**config.mk**
```make
export PLATFORM = sky130hd
export DESIGN_NAME = packet_header_parser
export DESIGN_NICKNAME = d
export VERILOG_FILES = /design/src/rtl/core/php_pkg.sv /design/src/rtl/core/php_front.sv /design/src/rtl/core/php_queue.sv /design/src/rtl/core/php_back.sv /design/src/rtl/core/packet_header_parser.sv
export SDC_FILE = /design/constraint.sdc
export NUM_CORES = 2
export LEC_CHECK = 0
export ABC_AREA = 0
export BUFFER_PORTS_ARGS = -buffer_cell sky130_fd_sc_hd__buf_2
export CAP_MARGIN = 10
export CELL_PAD_IN_SITES_DETAIL_PLACEMENT = 0
export CELL_PAD_IN_SITES_GLOBAL_PLACEMENT = 1
export CORE_ASPECT_RATIO = 0.7
export CORE_MARGIN = 1
export CORE_UTILIZATION = 25
export DETAILED_ROUTE_END_ITERATION = 6
export GPL_TIMING_DRIVEN = 0
export PLACE_DENSITY = 0.54
export SYNTH_ARGS = -nofsm -noshare
export SYNTH_HDL_FRONTEND = slang
export SYNTH_SLANG_ARGS = --single-unit
```
**constraint.sdc**
```tcl
create_clock -name clk_i -period 22 [get_ports clk_i]
set_clock_uncertainty 0.05 [all_clocks]
set_input_delay 6.6 -clock clk_i [delete_from_list [all_inputs] [get_ports clk_i]]
set_output_delay 6.6 -clock clk_i [all_outputs]
set_load 0.005 [all_outputs]
```
**src/rtl/core/php_pkg.sv**
```systemverilog
`timescale 1ns / 1ps
// ----------------------------------------------------------------------------
// php_pkg
// Shared types and constants of the packet header parser.
// ----------------------------------------------------------------------------
package php_pkg;

  localparam int unsigned MaxVlanTags = 2;
  localparam int unsigned MaxExtHeaders = 8;
  localparam int unsigned LengthBits = 16;
  localparam logic [15:0] FrameLimit = 16'((32'd1 << LengthBits) - 32'd1);

  localparam logic [15:0] EtIpv4 = 16'h0800;
  localparam logic [15:0] EtIpv6 = 16'h86DD;
  localparam logic [15:0] EtVlan = 16'h8100;
  localparam logic [7:0] PrTcp = 8'd6;
  localparam logic [7:0] PrUdp = 8'd17;
  localparam logic [7:0] NhHopByHop = 8'd0;
  localparam logic [7:0] NhRouting = 8'd43;
  localparam logic [7:0] NhDestOpt = 8'd60;
  localparam logic [15:0] Ipv6HdrBytes = 16'd40;

  typedef enum logic [1:0] {
    LinkEthernet = 2'd0,
    LinkCookedV1 = 2'd1,
    LinkCookedV2 = 2'd2,
    LinkRawIp = 2'd3
  } php_link_e;

  typedef enum logic [2:0] {
    StOk = 3'd0,
    StTruncated = 3'd1,
    StUnsupported = 3'd2,
    StBadLength = 3'd3,
    StFragment = 3'd4,
    StProtocol = 3'd5,
    StEmpty = 3'd6
  } php_status_e;

  typedef struct packed {
    logic [7:0] data_byte;
    logic last;
  } php_in_t;

  typedef struct packed {
    php_status_e status;
    logic is_ipv6;
    logic is_udp;
    logic [63:0] src_addr_high;
    logic [63:0] src_addr_low;
    logic [63:0] dst_addr_high;
    logic [63:0] dst_addr_low;
    logic [15:0] source_port;
    logic [15:0] dest_port;
    logic [15:0] payload_offset;
    logic [15:0] payload_length;
  } php_out_t;

  // per-frame summary handed from the byte parser to the result stage
  typedef struct packed {
    logic err;
    logic phase;
    logic [15:0] byte_index;
    logic [7:0] net_start;
    logic [15:0] ethertype;
    logic [7:0] ihl_bytes;
    logic [15:0] ip_len;
    logic [15:0] frag;
    logic [7:0] next_hdr;
    logic [3:0] ext_count;
    logic [15:0] ext_end;
    logic [15:0] trans_start;
    logic [7:0] tcp_bytes;
    logic [3:0][63:0] addr;
    logic [1:0][15:0] ports;
  } php_sum_t;

  function automatic logic is_ext_hdr(logic [7:0] nh);
    return (nh == NhHopByHop) || (nh == NhRouting) || (nh == NhDestOpt);
  endfunction

endpackage

```
**src/rtl/core/php_front.sv**
```systemverilog
`timescale 1ns / 1ps
// ----------------------------------------------------------------------------
// php_front
// Byte parser: walks link, network and transport headers one byte per cycle
// and emits a frame summary on the last byte.
// ----------------------------------------------------------------------------
module php_front import php_pkg::*; (
  input  logic clk_i,
  input  logic rst_ni,
  input  logic cfg_valid_i,
  input  logic [1:0] cfg_data_i,
  input  logic byte_valid_i,
  input  php_in_t byte_i,
  output logic sum_valid_o,
  output php_sum_t sum_o
);

  logic [1:0] link_q, link_d, fl_q, fl_d;
  logic err_q, err_d, ph_q, ph_d;
  logic [15:0] idx_q, idx_d, et_q, et_d;
  logic [7:0] ep_q, ep_d, ns_q, ns_d, ihl_q, ihl_d, nh_q, nh_d, pend_q, pend_d;
  logic [7:0] tcp_q, tcp_d;
  logic [2:0] vlan_q, vlan_d;
  logic [15:0] iplen_q, iplen_d, frag_q, frag_d, ee_q, ee_d, ts_q, ts_d;
  logic [3:0] cnt_q, cnt_d;
  logic [3:0][63:0] addr_q, addr_d;
  logic [1:0][15:0] port_q, port_d;

  // header walk for the current byte
  always_comb begin
    logic [7:0] b;
    logic [15:0] r, t;
    logic tb_en;
    logic [1:0] k;
    b = byte_i.data_byte;
    r = '0;
    t = '0;
    tb_en = 1'b0;
    k = '0;
    link_d = cfg_valid_i ? cfg_data_i : link_q;
    fl_d = fl_q; err_d = err_q; ph_d = ph_q; idx_d = idx_q; et_d = et_q;
    ep_d = ep_q; ns_d = ns_q; ihl_d = ihl_q; nh_d = nh_q; pend_d = pend_q;
    tcp_d = tcp_q; vlan_d = vlan_q; iplen_d = iplen_q; frag_d = frag_q;
    ee_d = ee_q; ts_d = ts_q; cnt_d = cnt_q; addr_d = addr_q; port_d = port_q;
    if (byte_valid_i && !err_q) begin
      if (idx_q == FrameLimit) begin
        err_d = 1'b1;
      end else begin
        idx_d = idx_q + 16'd1;
        // link type is sampled on the first byte
        if (idx_q == 16'd0) begin
          fl_d = link_q;
          case (php_link_e'(link_q))
            LinkEthernet: begin ns_d = 8'd14; ep_d = 8'd12; end
            LinkCookedV1: begin ns_d = 8'd16; ep_d = 8'd14; end
            LinkCookedV2: begin ns_d = 8'd20; ep_d = 8'd0; end
            default: begin
              ns_d = 8'd0;
              ph_d = 1'b1;
              et_d = (b[7:4] == 4'd6) ? EtIpv6 : EtIpv4;
            end
          endcase
        end
        if (!ph_d) begin
          // link header and vlan tags
          if (idx_q == {8'd0, ep_d}) et_d = {b, 8'd0};
          else if ({1'b0, idx_q} == {9'd0, ep_d} + 17'd1) et_d = {et_d[15:8], b};
          if ({1'b0, idx_q} + 17'd1 == {9'd0, ns_d}) begin
            if (fl_d == LinkEthernet && et_d == EtVlan &&
                vlan_d < 3'(MaxVlanTags)) begin
              vlan_d = vlan_d + 3'd1;
              ns_d = ns_d + 8'd4;
              ep_d = ep_d + 8'd4;
            end else begin
              ph_d = 1'b1;
            end
          end
        end else if (idx_q >= {8'd0, ns_d}) begin
          r = idx_q - {8'd0, ns_d};
          if (et_d == EtIpv4) begin
            // ipv4 header fields
            if (r == 16'd0) begin
              ihl_d = {4'd0, b[3:0]} << 2;
              ts_d = {8'd0, ihl_d};
            end else if (r == 16'd2 || r == 16'd3) iplen_d = {iplen_d[7:0], b};
            else if (r == 16'd6 || r == 16'd7) frag_d = {frag_d[7:0], b};
            else if (r == 16'd9) nh_d = b;
            else if (r >= 16'd12 && r < 16'd16) addr_d[1] = {addr_d[1][55:0], b};
            else if (r >= 16'd16 && r < 16'd20) addr_d[3] = {addr_d[3][55:0], b};
            if (r >= ts_d) begin
              tb_en = 1'b1;
              t = r - ts_d;
            end
          end else if (et_d == EtIpv6) begin
            // ipv6 fixed header
            if (r == 16'd4 || r == 16'd5) iplen_d = {iplen_d[7:0], b};
            else if (r == 16'd6) nh_d = b;
            else if (r >= 16'd8 && r < 16'd40) begin
              k = 2'((r - 16'd8) >> 3);
              addr_d[k] = {addr_d[k][55:0], b};
            end
            // extension header chain
            if (r >= Ipv6HdrBytes && is_ext_hdr(nh_d) && cnt_d < 4'(MaxExtHeaders)) begin
              if (r == ee_d) pend_d = b;
              else if ({1'b0, r} == {1'b0, ee_d} + 17'd1) begin
                ee_d = ee_d + {4'd0, ({1'b0, b} + 9'd1), 3'd0};
                nh_d = pend_d;
                cnt_d = cnt_d + 4'd1;
              end
            end else if (r >= ee_d && (nh_d == PrTcp || nh_d == PrUdp)) begin
              ts_d = ee_d;
              tb_en = 1'b1;
              t = r - ee_d;
            end
          end
        end
        // transport ports and data offset
        if (tb_en) begin
          if (t < 16'd4) port_d[t[1]] = {port_d[t[1]][7:0], b};
          else if (t == 16'd12) tcp_d = {2'd0, b[7:4], 2'd0};
        end
      end
    end
    sum_o.err = err_d;
    sum_o.phase = ph_d;
    sum_o.byte_index = idx_d;
    sum_o.net_start = ns_d;
    sum_o.ethertype = et_d;
    sum_o.ihl_bytes = ihl_d;
    sum_o.ip_len = iplen_d;
    sum_o.frag = frag_d;
    sum_o.next_hdr = nh_d;
    sum_o.ext_count = cnt_d;
    sum_o.ext_end = ee_d;
    sum_o.trans_start = ts_d;
    sum_o.tcp_bytes = tcp_d;
    sum_o.addr = addr_d;
    sum_o.ports = port_d;
    // frame state clears after the last byte
    if (byte_valid_i && byte_i.last) begin
      fl_d = '0; err_d = 1'b0; ph_d = 1'b0; idx_d = '0; et_d = '0; ep_d = '0;
      ns_d = '0; ihl_d = '0; nh_d = '0; pend_d = '0; tcp_d = '0; vlan_d = '0;
      iplen_d = '0; frag_d = '0; ee_d = Ipv6HdrBytes; ts_d = '0; cnt_d = '0;
      addr_d = '0; port_d = '0;
    end
  end

  assign sum_valid_o = byte_valid_i && byte_i.last;

  // state registers
  always_ff @(posedge clk_i or negedge rst_ni) begin
    if (!rst_ni) begin
      link_q <= '0; fl_q <= '0; err_q <= 1'b0; ph_q <= 1'b0; idx_q <= '0;
      et_q <= '0; ep_q <= '0; ns_q <= '0; ihl_q <= '0; nh_q <= '0;
      pend_q <= '0; tcp_q <= '0; vlan_q <= '0; iplen_q <= '0; frag_q <= '0;
      ee_q <= Ipv6HdrBytes; ts_q <= '0; cnt_q <= '0; addr_q <= '0;
      port_q <= '0;
    end else begin
      link_q <= link_d; fl_q <= fl_d; err_q <= err_d; ph_q <= ph_d;
      idx_q <= idx_d; et_q <= et_d; ep_q <= ep_d; ns_q <= ns_d;
      ihl_q <= ihl_d; nh_q <= nh_d; pend_q <= pend_d; tcp_q <= tcp_d;
      vlan_q <= vlan_d; iplen_q <= iplen_d; frag_q <= frag_d; ee_q <= ee_d;
      ts_q <= ts_d; cnt_q <= cnt_d; addr_q <= addr_d; port_q <= port_d;
    end
  end

endmodule

```
**src/rtl/core/php_queue.sv**
```systemverilog
`timescale 1ns / 1ps
// ----------------------------------------------------------------------------
// php_queue
// Two-entry queue of frame summaries between parser and result stage.
// ----------------------------------------------------------------------------
module php_queue import php_pkg::*; (
  input  logic clk_i,
  input  logic rst_ni,
  input  logic push_i,
  input  php_sum_t push_data_i,
  output logic full_o,
  input  logic pop_i,
  output logic valid_o,
  output php_sum_t data_o
);

  php_sum_t mem_q [2];
  logic wr_ptr_q, rd_ptr_q;
  logic [1:0] cnt_q;

  assign full_o = (cnt_q == 2'd2);
  assign valid_o = (cnt_q != 2'd0);

  // storage
  always_ff @(posedge clk_i) begin
    if (push_i) mem_q[wr_ptr_q] <= push_data_i;
  end

  assign data_o = mem_q[rd_ptr_q];

  // pointers and fill level
  always_ff @(posedge clk_i or negedge rst_ni) begin
    if (!rst_ni) begin
      wr_ptr_q <= 1'b0;
      rd_ptr_q <= 1'b0;
      cnt_q <= '0;
    end else begin
      if (push_i) wr_ptr_q <= ~wr_ptr_q;
      if (pop_i) rd_ptr_q <= ~rd_ptr_q;
      cnt_q <= cnt_q + {1'b0, push_i} - {1'b0, pop_i};
    end
  end

  a_no_overflow: assert property (@(posedge clk_i) disable iff (!rst_ni)
    !(push_i && full_o)) else $error("summary queue overflow");
  a_no_underflow: assert property (@(posedge clk_i) disable iff (!rst_ni)
    !(pop_i && !valid_o)) else $error("summary queue underflow");
  a_level: assert property (@(posedge clk_i) disable iff (!rst_ni)
    cnt_q != 2'd3) else $error("summary queue level out of range");

endmodule

```
**src/rtl/core/php_back.sv**
```systemverilog
`timescale 1ns / 1ps
// ----------------------------------------------------------------------------
// php_back
// Result stage: length and protocol checks on a frame summary, result word
// held in an output register.
// ----------------------------------------------------------------------------
module php_back import php_pkg::*; (
  input  logic clk_i,
  input  logic rst_ni,
  input  logic sum_valid_i,
  input  php_sum_t sum_i,
  output logic sum_pop_o,
  output logic out_valid_o,
  input  logic out_ready_i,
  output php_out_t out_data_o
);

  logic out_valid_q;
  php_out_t out_q, res;

  // final checks
  always_comb begin
    php_status_e st;
    logic [15:0] n, l4, hsz, avail, nm40, used, ts, pay;
    logic v6, is_tcp, is_udp;
    st = StOk;
    n = sum_i.byte_index - {8'd0, sum_i.net_start};
    l4 = '0;
    hsz = '0;
    v6 = 1'b0;
    ts = sum_i.trans_start;
    nm40 = n - Ipv6HdrBytes;
    avail = (sum_i.ip_len < nm40) ? sum_i.ip_len : nm40;
    used = sum_i.ext_end - Ipv6HdrBytes;
    is_tcp = (sum_i.next_hdr == PrTcp);
    is_udp = (sum_i.next_hdr == PrUdp);
    if (sum_i.err) st = StTruncated;
    else if (!sum_i.phase || sum_i.byte_index < {8'd0, sum_i.net_start}) st = StTruncated;
    else if (sum_i.ethertype == EtIpv4) begin
      if (n < 16'd20) st = StTruncated;
      else if (sum_i.ihl_bytes < 8'd20) st = StBadLength;
      else if (n < {8'd0, sum_i.ihl_bytes}) st = StTruncated;
      else if (sum_i.ip_len > n) st = StTruncated;
      else if (sum_i.ip_len < {8'd0, sum_i.ihl_bytes}) st = StBadLength;
      else if (sum_i.frag[13:0] != 14'd0) st = StFragment;
      else if (!is_tcp && !is_udp) st = StProtocol;
      else l4 = sum_i.ip_len - {8'd0, sum_i.ihl_bytes};
    end else if (sum_i.ethertype == EtIpv6) begin
      v6 = 1'b1;
      if (n < Ipv6HdrBytes) st = StTruncated;
      else if (sum_i.ext_end > n) st = StTruncated;
      else if (!is_tcp && !is_udp) begin
        st = (is_ext_hdr(sum_i.next_hdr) && sum_i.ext_count < 4'(MaxExtHeaders))
             ? StTruncated : StProtocol;
      end else if (used > avail) st = StBadLength;
      else begin
        l4 = avail - used;
        ts = sum_i.ext_end;
      end
    end else begin
      st = StUnsupported;
    end
    // transport header size
    if (st == StOk) begin
      if (is_tcp) begin
        hsz = {8'd0, sum_i.tcp_bytes};
        if (l4 < 16'd20 || hsz < 16'd20 || l4 < hsz) st = StBadLength;
      end else begin
        hsz = 16'd8;
        if (l4 < 16'd8) st = StBadLength;
      end
    end
    pay = l4 - hsz;
    if (st == StOk && pay == 16'd0) st = StEmpty;
    res = '0;
    res.status = st;
    if (st == StOk) begin
      res.is_ipv6 = v6;
      res.is_udp = is_udp;
      res.src_addr_high = sum_i.addr[0];
      res.src_addr_low = sum_i.addr[1];
      res.dst_addr_high = sum_i.addr[2];
      res.dst_addr_low = sum_i.addr[3];
      res.source_port = sum_i.ports[0];
      res.dest_port = sum_i.ports[1];
      res.payload_offset = {8'd0, sum_i.net_start} + ts + hsz;
      res.payload_length = pay;
    end
  end

  assign sum_pop_o = sum_valid_i && (!out_valid_q || out_ready_i);

  // output register
  always_ff @(posedge clk_i or negedge rst_ni) begin
    if (!rst_ni) begin
      out_valid_q <= 1'b0;
    end else if (sum_pop_o) begin
      out_valid_q <= 1'b1;
    end else if (out_ready_i) begin
      out_valid_q <= 1'b0;
    end
  end

  always_ff @(posedge clk_i) begin
    if (sum_pop_o) out_q <= res;
  end

  assign out_valid_o = out_valid_q;
  assign out_data_o = out_q;

  a_fail_clean: assert property (@(posedge clk_i) disable iff (!rst_ni)
    (out_valid_q && out_q.status != StOk) |->
      (out_q.src_addr_low == 64'd0 && out_q.payload_length == 16'd0))
    else $error("failed frame carries payload fields");
  a_ok_nonempty: assert property (@(posedge clk_i) disable iff (!rst_ni)
    (out_valid_q && out_q.status == StOk) |-> out_q.payload_length != 16'd0)
    else $error("ok result with empty payload");
  a_pop_loads: assert property (@(posedge clk_i) disable iff (!rst_ni)
    sum_pop_o |=> out_valid_q) else $error("popped summary not loaded");

endmodule

```
**src/rtl/core/packet_header_parser.sv**
```systemverilog
`timescale 1ns / 1ps
// ----------------------------------------------------------------------------
// packet_header_parser
// Ethernet / cooked / raw IP, IPv4 or IPv6, TCP or UDP header parser.
// ----------------------------------------------------------------------------
// Takes one frame byte per cycle back to back; each frame's summary enters
// the queue on the clock edge that takes its last byte and moves on into
// the output register once that register is free or being read. The byte
// parser stalls only when the two-entry summary queue is full, which
// happens when results are not taken and two frame ends are waiting.
// link_type is written through the cfg channel, which is always ready,
// and is sampled on the first byte of each frame.
module packet_header_parser import php_pkg::*; (
  input  logic clk_i,
  input  logic rst_ni,
  input  logic cfg_valid_i,
  output logic cfg_ready_o,
  input  logic [1:0] cfg_data_i,
  input  logic in_valid_i,
  output logic in_ready_o,
  input  php_in_t in_data_i,
  output logic out_valid_o,
  input  logic out_ready_i,
  output php_out_t out_data_o
);

  logic byte_take, sum_valid, q_full, q_valid, q_pop;
  php_sum_t sum, q_data;

  assign cfg_ready_o = 1'b1;
  assign in_ready_o = !q_full;
  assign byte_take = in_valid_i && in_ready_o;

  php_front u_front (
    .clk_i(clk_i), .rst_ni(rst_ni),
    .cfg_valid_i(cfg_valid_i), .cfg_data_i(cfg_data_i),
    .byte_valid_i(byte_take), .byte_i(in_data_i),
    .sum_valid_o(sum_valid), .sum_o(sum)
  );

  php_queue u_queue (
    .clk_i(clk_i), .rst_ni(rst_ni),
    .push_i(sum_valid), .push_data_i(sum), .full_o(q_full),
    .pop_i(q_pop), .valid_o(q_valid), .data_o(q_data)
  );

  php_back u_back (
    .clk_i(clk_i), .rst_ni(rst_ni),
    .sum_valid_i(q_valid), .sum_i(q_data), .sum_pop_o(q_pop),
    .out_valid_o(out_valid_o), .out_ready_i(out_ready_i), .out_data_o(out_data_o)
  );

endmodule

```
## After elaboration in Yosys (flattened, before gate mapping)

Memories as Yosys holds them, arrays and structs flattened.
Index checks and enable logic that the tools add are counted.

- Muxes and demuxes: 269
- Shift operators: 0
- Equal/unequal tests: 34
- Multiply operators: 0
- Reduce and logical (&&, ||, !) cells: 61
- Bitwise gates (word level): 3
- Order comparisons: 32
- Divide/modulo/power cells: 0
- $add $sub $neg: 24

Operator list:

| kind | count |
|---|---|
| 256-bit 2-to-1 mux | 9 |
| 16-bit 2-to-1 mux | 95 |
| 64-bit 2-to-1 mux | 16 |
| 8-bit 2-to-1 mux | 66 |
| 256-bit bitwise mux | 1 |
| 32-bit 2-to-1 mux | 5 |
| 64-bit binary-select mux with 2-bit select | 1 |
| 64-bit demux with 2-bit select | 1 |
| 3-bit 2-to-1 mux | 26 |
| 16-bit == test, second input constant | 4 |
| 16-bit by 3-bit == test with 1-bit output, second input constant | 4 |
| 16-bit by 5-bit less-than comparator with 1-bit output, second input constant | 4 |
| 16-bit by 8-bit less-than comparator with 1-bit output | 4 |
| 16-bit subtractor | 4 |
| 56-bit 2-to-1 mux | 1 |
| 16-bit > comparator | 3 |
| 16-bit logical NOT | 3 |
| 16-bit by 8-bit subtractor with 16-bit output | 3 |
| 4-bit 2-to-1 mux | 10 |
| 16-bit by 1-bit adder with 17-bit output, second input constant | 2 |
| 16-bit by 17-bit == test with 1-bit output | 2 |
| 32-bit bitwise mux | 1 |
| 16-bit by 12-bit == test with 1-bit output, second input constant | 2 |
| 16-bit by 2-bit == test with 1-bit output, second input constant | 2 |
| 58 further kinds | 154 |

- Word-level logic and storage cells: 463
- Bits of input ports: 16
- Output and inout bits: 328
- Latch bits: 0
- Memory bits (writable): 844
- Memories kept: 1
- Memory bits (read-only): 0
- Flip-flop bits (word level): 775

Memories:

| memory | depth | bits a word | rd ports | clocked after memory_dff | wr ports | RTL line | RTL |
|---|---|---|---|---|---|---|---|
| u_queue.mem_q | 2 | 422 | 1 | 0 | 1 | php_queue.sv:17 | `php_sum_t mem_q [2];` |

## Logic depth before layout (Yosys ltp)

- Depth in word-level cells: 37
- Mapped depth: 64
- Depth with buffers taken out: 51

## Cells and area by module

Synthesis repeated with hierarchy kept, for this count alone.

- Cells, all modules: 6637
- Area, all modules: 83486.3 um^2

By module, submodules not included:

| module | times used | cells each | seq. area each (um^2) | area an instance (um^2) |
|---|---|---|---|---|
| php_queue | 1 | 1328 | 25444.4 | 30793.3 |
| php_front | 1 | 3219 | 11063.1 | 29677.2 |
| php_back | 1 | 2086 | 9784.4 | 22994.6 |
| packet_header_parser | 1 | 4 | 0.0 | 21.3 |

## Least setup slack after synthesis

Ideal clock, no wire load.

- Kind: in2reg
- From: in in_valid_i
- To: mem u_queue.mem_q[0][0] (netlist bit), enable pin
- Data arrival time: 24.198 ns
- Stages on the path: 4
- Library setup time: 1.200 ns
- Data required time: 20.750 ns
- Path buffers: 1
- Slack: -3.449 ns
- Cell sequence: and2_1 nand2_1 clkbuf_1 nor2_1

- Word-level cells in the longest chain between the ends: 4

Ends and longest elaborated chain:

| what | RTL line | RTL |
|---|---|---|
| start, declared | packet_header_parser.sv:19 | `input logic in_valid_i,` |
| 1-bit logical AND | packet_header_parser.sv:32 | `assign byte_take = in_valid_i && in_ready_o;` |
| 1-bit logical AND | php_front.sv:148 | `assign sum_valid_o = byte_valid_i && byte_i.last;` |
| 1-bit 2-to-1 mux | php_queue.sv:26 | `if (push_i) mem_q[wr_ptr_q] <= push_data_i;` |
| 1-bit 2-to-1 mux (not written as such) | php_queue.sv:26 |  |
| end, declared | php_queue.sv:17 |  |

No other way between the ends.

## Worst setup path in the final report

- From: reg u_queue.rd_ptr_q
- To: reg u_back.out_q, in the netlist u_back.out_data_o[31], data pin

- Word-level cells in the longest chain between the ends: 24
- Elaborated cells between the ends (all ways): 94
- Classes of those cells: add/sub (8); order compare (15); eq/ne (6); mux (47); reduce/logical (17); memory (1)

Ends and longest elaborated chain:

| what | RTL line | RTL |
|---|---|---|
| start, declared | php_queue.sv:18 | `logic wr_ptr_q, rd_ptr_q;` |
| start signal, assigned | php_queue.sv:39 | `if (pop_i) rd_ptr_q <= ~rd_ptr_q;` |
| memory read 2 x 422 bit * | - |  |
| 16-bit by 8-bit subtractor with 16-bit output, or another cell as far along | php_back.sv:27 | `n = sum_i.byte_index - {8'd0, sum_i.net_start};` |
| 16-bit by 6-bit subtractor with 16-bit output or 1-bit logical NOT (tied branches) | php_back.sv:32, php_back.sv:46, php_back.sv:52 |  |
| 16-bit less-than comparator or 1-bit logical AND (tied branches) | php_back.sv:33, php_back.sv:46, php_back.sv:52 |  |
| 16-bit 2-to-1 mux, on equally long branches | php_back.sv:33, php_back.sv:46 |  |
| 16-bit subtractor, or another cell as far along | php_back.sv:57 | `l4 = avail - used;` |
| 16-bit 2-to-1 mux, on equally long branches | php_back.sv:55, php_back.sv:44 |  |
| 16-bit 2-to-1 mux, on equally long branches | php_back.sv:52, php_back.sv:43 |  |
| [... 7 more ...] | - |  |
| 1-bit logical OR (2 in a row) | php_back.sv:67 | `if (l4 < 16'd20 \|\| hsz < 16'd20 \|\| l4 < hsz) st = StBadLength;` |
| 3-bit 2-to-1 mux | php_back.sv:67 |  |
| 3-bit 2-to-1 mux | php_back.sv:65 | `if (is_tcp) begin` |
| 3-bit 2-to-1 mux | php_back.sv:64 | `if (st == StOk) begin` |
| 3-bit logical NOT | php_back.sv:74 | `if (st == StOk && pay == 16'd0) st = StEmpty;` |
| 1-bit logical AND | php_back.sv:74 |  |
| 3-bit 2-to-1 mux | php_back.sv:74 |  |
| 3-bit logical NOT | php_back.sv:77 | `if (st == StOk) begin` |
| end signal, assigned | php_back.sv:105 | `if (sum_pop_o) out_q <= res;` |
| end, declared | php_back.sv:19 | `php_out_t out_q, res;` |

Mark *: on every way between the ends. The rest lies on a longest branch, timed or not.
A chain may end at the register's enable or synchronous reset.

==> metrics.csv <==
stage,metric,value,unit
outcome,run status,"complete, but fails checks",
outcome,failing checks,DRC,
setup_path,crit start category,flop,
routing,Initial DRT Pass Iterations,7,
clock_tree,CTS tree,done,
floorplan,row cnt,168,
layout,Layout area overhead,18.39,%
pwr,Flop pwr share,31.1,%
placed_design,Port Buffers,340,
pwr,power density cells,141.5,nW/um^2
setup_path,Worst EP arrival,21.07,ns
logic_synthesis,"Top FF cell, synth",edfxtp_1,
logic_synthesis,mux contribution to synthesized area,9.571,%
sta,Tmin final,20.54,ns
grt,initial antenna violation count,45,
logic_synthesis,synth cell count leaders,"edfxtp_1 (1153), nand2_1 (604), dfrtp_1 (443)",
logic_synthesis,Synth Cell Area,75650,sq um
setup_path,worst-path fanout max,19,
routing,Total Wirelength,281200,microns
logic_synthesis,largest family of logic cells by synthesized area,simple AND/OR/NAND/NOR gates,
layout,multi-input logic area,27840,sq um
placed_design,placed cells,10347,
floorplan,DIE WIDTH,659.5,microns
setup_path,Critical Path Sink Type,flop,
sta,worst slew pin tran,1.352,ns
clock_tree,Worst-path clk slew,0.06,ns
layout,fraction of layout cells with a size suffix above 1,19.73,%
setup_path,Worst path most repeated cell,buf_6,
sta,slew margin rel.,9.861,%
layout,nets,6730,
grt,Overflow after GRT,0,
clock_tree,Max clock buf depth,4,
floorplan,die extent in y,462.2,microns
logic_synthesis,Mapped Cells,5947,
clock_tree,clk sinks,1598,
sta,part of the cycle the worst path needs,93.36,%
logic_synthesis,Post-synth EDFFs,1153,
routing,Met1 Routed Length,142100,microns
logic_synthesis,post-synth top area cell,edfxtp_1,
sta,Pins Over Slew Limit,0,
clock_tree,H-tree levels,4,
floorplan,IO Pins,344,
setup_path,WP data required,22.53,ns
setup_path,"Slowest-stage cell, CP",clkdlybuf4s15_1,
pwr,Pleak,0.03493,uW
routing,antenna-violating nets left,0,
pwr,Combinational Power Share,45.1,%
run,max-cap violations,0,
clock_tree,post_cts resized,0,
routing,max layer used,met5,
grt,first-pass GRT wire length,387500,microns
logic_synthesis,most common cell in the netlist,edfxtp_1,
clock_tree,setup repair bufs after CTS,0,
layout,# fillers,30584,
setup_path,Worst path max stage delay,1.01,ns
pwr,switch share,40.79,%
logic_synthesis,Area contributors post-synth,"edfxtp_1 (46%), dfrtp_1 (15%), mux2i_1 (5.2%), nor3_2 (3.4%), nand2_1 (3.0%)",
logic_synthesis,Post-Synth XOR/XNOR Area,2.311,%
logic_synthesis,"Async S/R FF share, synth",27.85,%
routing,DR vias/cell,4.867,
floorplan,Core ar.,300200,sq um
grt,number of global-route vias before repair,49685,
logic_synthesis,syn avg cell area,12.72,sq um
logic_synthesis,sequential area share after synthesis,60.49,%
layout,Finished Core Util,29.84,%
layout,Sequential Area,45760,sq um
floorplan,Die ar.,304800,sq um
logic_synthesis,simple-gate share of the synthesized area,14.60,%
routing,WL per Instance,26.32,microns
pwr,Clk pwr share,23.9,%
routing,met3 wire length,21970,microns
routing,via count,52007,
logic_synthesis,Compound-Gate Fraction of Synth Area,7.133,%
layout,Layout Cells excl Fill,10685,
routing,DR iter-0 viols,5017,
placed_design,dpl ws,1.112,ns
placed_design,RD Place Congestion,0.9270,
clock_tree,clock latency on the worst-skew pair,0.88,ns
clock_tree,TritonCTS buffer count,177,
clock_tree,Hold Buf Count CTS,0,
sta,final hold violations,0,
pwr,peak supply drop,0.1243,mV
logic_synthesis,Synth Area in Adders,3.078,%
sta,setup ws final,1.461,ns
grt,gr usage total,17.91,%
setup_path,worst setup path class,reg2reg,
logic_synthesis,Cell variety after synth,110,
placed_design,Post-DP HPWL,216100,microns
logic_synthesis,Seq cells post-synth,1598,
routing,met2 routed wirelength,111000,microns
sta,Final Setup Violations,0,
routing,detailed-route DRC error count,2,
sta,fmax,48.69,MHz
logic_synthesis,Yosys top cell area share,45.77,%
logic_synthesis,yosys warns,0,
pwr,P_sw,5170,uW
floorplan,Initial Util,25.20,%
clock_tree,cell at the root of the clock tree,clkbuf_16,
grt,largest net degree at the start of global routing,102,
worst_hold_path,Min-Delay Path Class,reg2reg,
pwr,Power Internal,7504,uW
sta,unrepaired setup endpoints after global routing,no,
[critical path, delay by kind of cell, from the launching register on]
kind | cells | cell delay [ns]
buf+inv | 17 | 7.82
compound gates | 17 | 4.06
simple gates | 15 | 3.28
fa+ha+maj | 6 | 2.21
xor+xnor | 3 | 1.29
mux | 1 | 0.96
flops | 1 | 0.42
[sequential cells by signal (all words and copies together) (netlist names), 13 cells and up]
name	cells
u_front.frag_q	14
u_front.idx_q	16
u_front.iplen_q	16
u_queue.mem_q	828
u_front.et_q	16
u_front.ts_q	16
u_front.port_q	32
u_front.addr_q	256
u_front.ee_q	13
u_back.out_data_o	325
[metrics by stage]
| step | setup TNS [ns] | hold WS [ns] | cell area (sq um) | total power (uW) |
|---|---|---|---|---|
| 2_1_floorplan | 0 | 0.4137 | 75670 | 7677 |
| 5_1_grt | 0 | 0.4712 | 89550 | 13350 |
| 4_1_cts | 0 | 0.4585 | 89390 | 12660 |
| 3_3_place_gp | -3760.15 | 0.4356 | 82370 | 9751 |
| 3_5_place_dp | 0 | 0.4400 | 83620 | 9576 |
| 6_report | 0 | 0.4508 | 89570 | 12670 |
[worst paths after layout]
path                             startpoint                     to  depth (start not counted)  slack [ns]
max in group asynchronous            rst_ni    u_front.iplen_q[13]                          4       14.65
hold reg to reg            u_front.tcp_q[7]       u_front.tcp_q[7]                          1        0.45
setup / recovery           u_queue.rd_ptr_q  u_back.out_data_o[31]                         59        1.46
min in group asynchronous            rst_ni     u_back.out_valid_o                          1        5.50
setup reg to reg           u_queue.rd_ptr_q  u_back.out_data_o[31]                         59        1.46
hold / removal             u_front.tcp_q[7]       u_front.tcp_q[7]                          1        0.45
[routing by layer]
| metal | global-route usage [%] | up-vias |
|---|---|---|
| met5 | 0 | - |
| met4 | 4.000 | 4 |
| met3 | 4.033 | 290 |
| met2 | 24.23 | 1901 |
| met1 | 28.35 | 26687 |
| li1 | - | 23125 |
[cells by family (layout without fill, tap and decap cells)]
kind of cell,after synthesis,in the layout
XOR/XNOR,182,182
multiplexers,630,630
other,2,15
AND/OR/NAND/NOR,2022,2022
flip-flops,1598,1598
AO/OA/AOI/OAI,859,859
adder cells (fa/ha/maj),178,178
buffers and inverters,476,1206
[cell type report]
type	count	share of cell area (%)
multi-input cells	3875	31.08
clock buffers	232	5.380
flip-flops and latches	1598	51.09
diodes	11	0.03073
inverters	147	0.6161
plain buffers	328	1.771
repair buffers	411	3.381
clock inverters	88	1.067
well taps	3995	5.581
[cells in the final DEF (no fill, tap or decap), types with 26 or more instances in the layout]
| cell type | synthesis | final |
|---|---|---|
| edfxtp_1 | 1153 | 1153 |
| nand2_1 | 604 | 604 |
| dfrtp_1 | 443 | 443 |
| mux2i_1 | 395 | 393 |
| buf_2 | 46 | 388 |
| nor2_1 | 386 | 385 |
| a21oi_1 | 320 | 318 |
| nor3_2 | 255 | 255 |
| clkbuf_1 | 219 | 249 |
| and2_1 | 235 | 234 |
| nor3_1 | 180 | 180 |
| clkbuf_16 | 0 | 180 |
| mux2_2 | 176 | 176 |
| ha_1 | 162 | 162 |
| inv_1 | 146 | 146 |
| o22ai_1 | 128 | 128 |
| xnor2_1 | 125 | 125 |
| o21ai_0 | 109 | 109 |
| nand3_1 | 67 | 67 |
| mux4_2 | 56 | 56 |
| xor2_1 | 45 | 45 |
| a21o_1 | 45 | 45 |
| nor4_1 | 44 | 44 |
| nand4_1 | 43 | 43 |
| buf_6 | 34 | 36 |
| and3_1 | 35 | 35 |
| nor2b_1 | 29 | 29 |
| o21a_1 | 29 | 29 |
| clkinv_2 | 0 | 26 |
[power groups by stage]
| stage | Sequential [uW] | Combinational [uW] | Clock [uW] |
|---|---|---|---|
| final | 3940 | 5710 | 3020 |
| after global routing | 3980 | 6160 | 3220 |
| after CTS | 3940 | 5600 | 3110 |
| after detailed placement | 4000 | 5580 | 0 |
| after global placement | 4310 | 5440 | 0 |
| after floorplan | 4140 | 3540 | 0 |
Note: power is estimated with default switching activity, not from simulation.
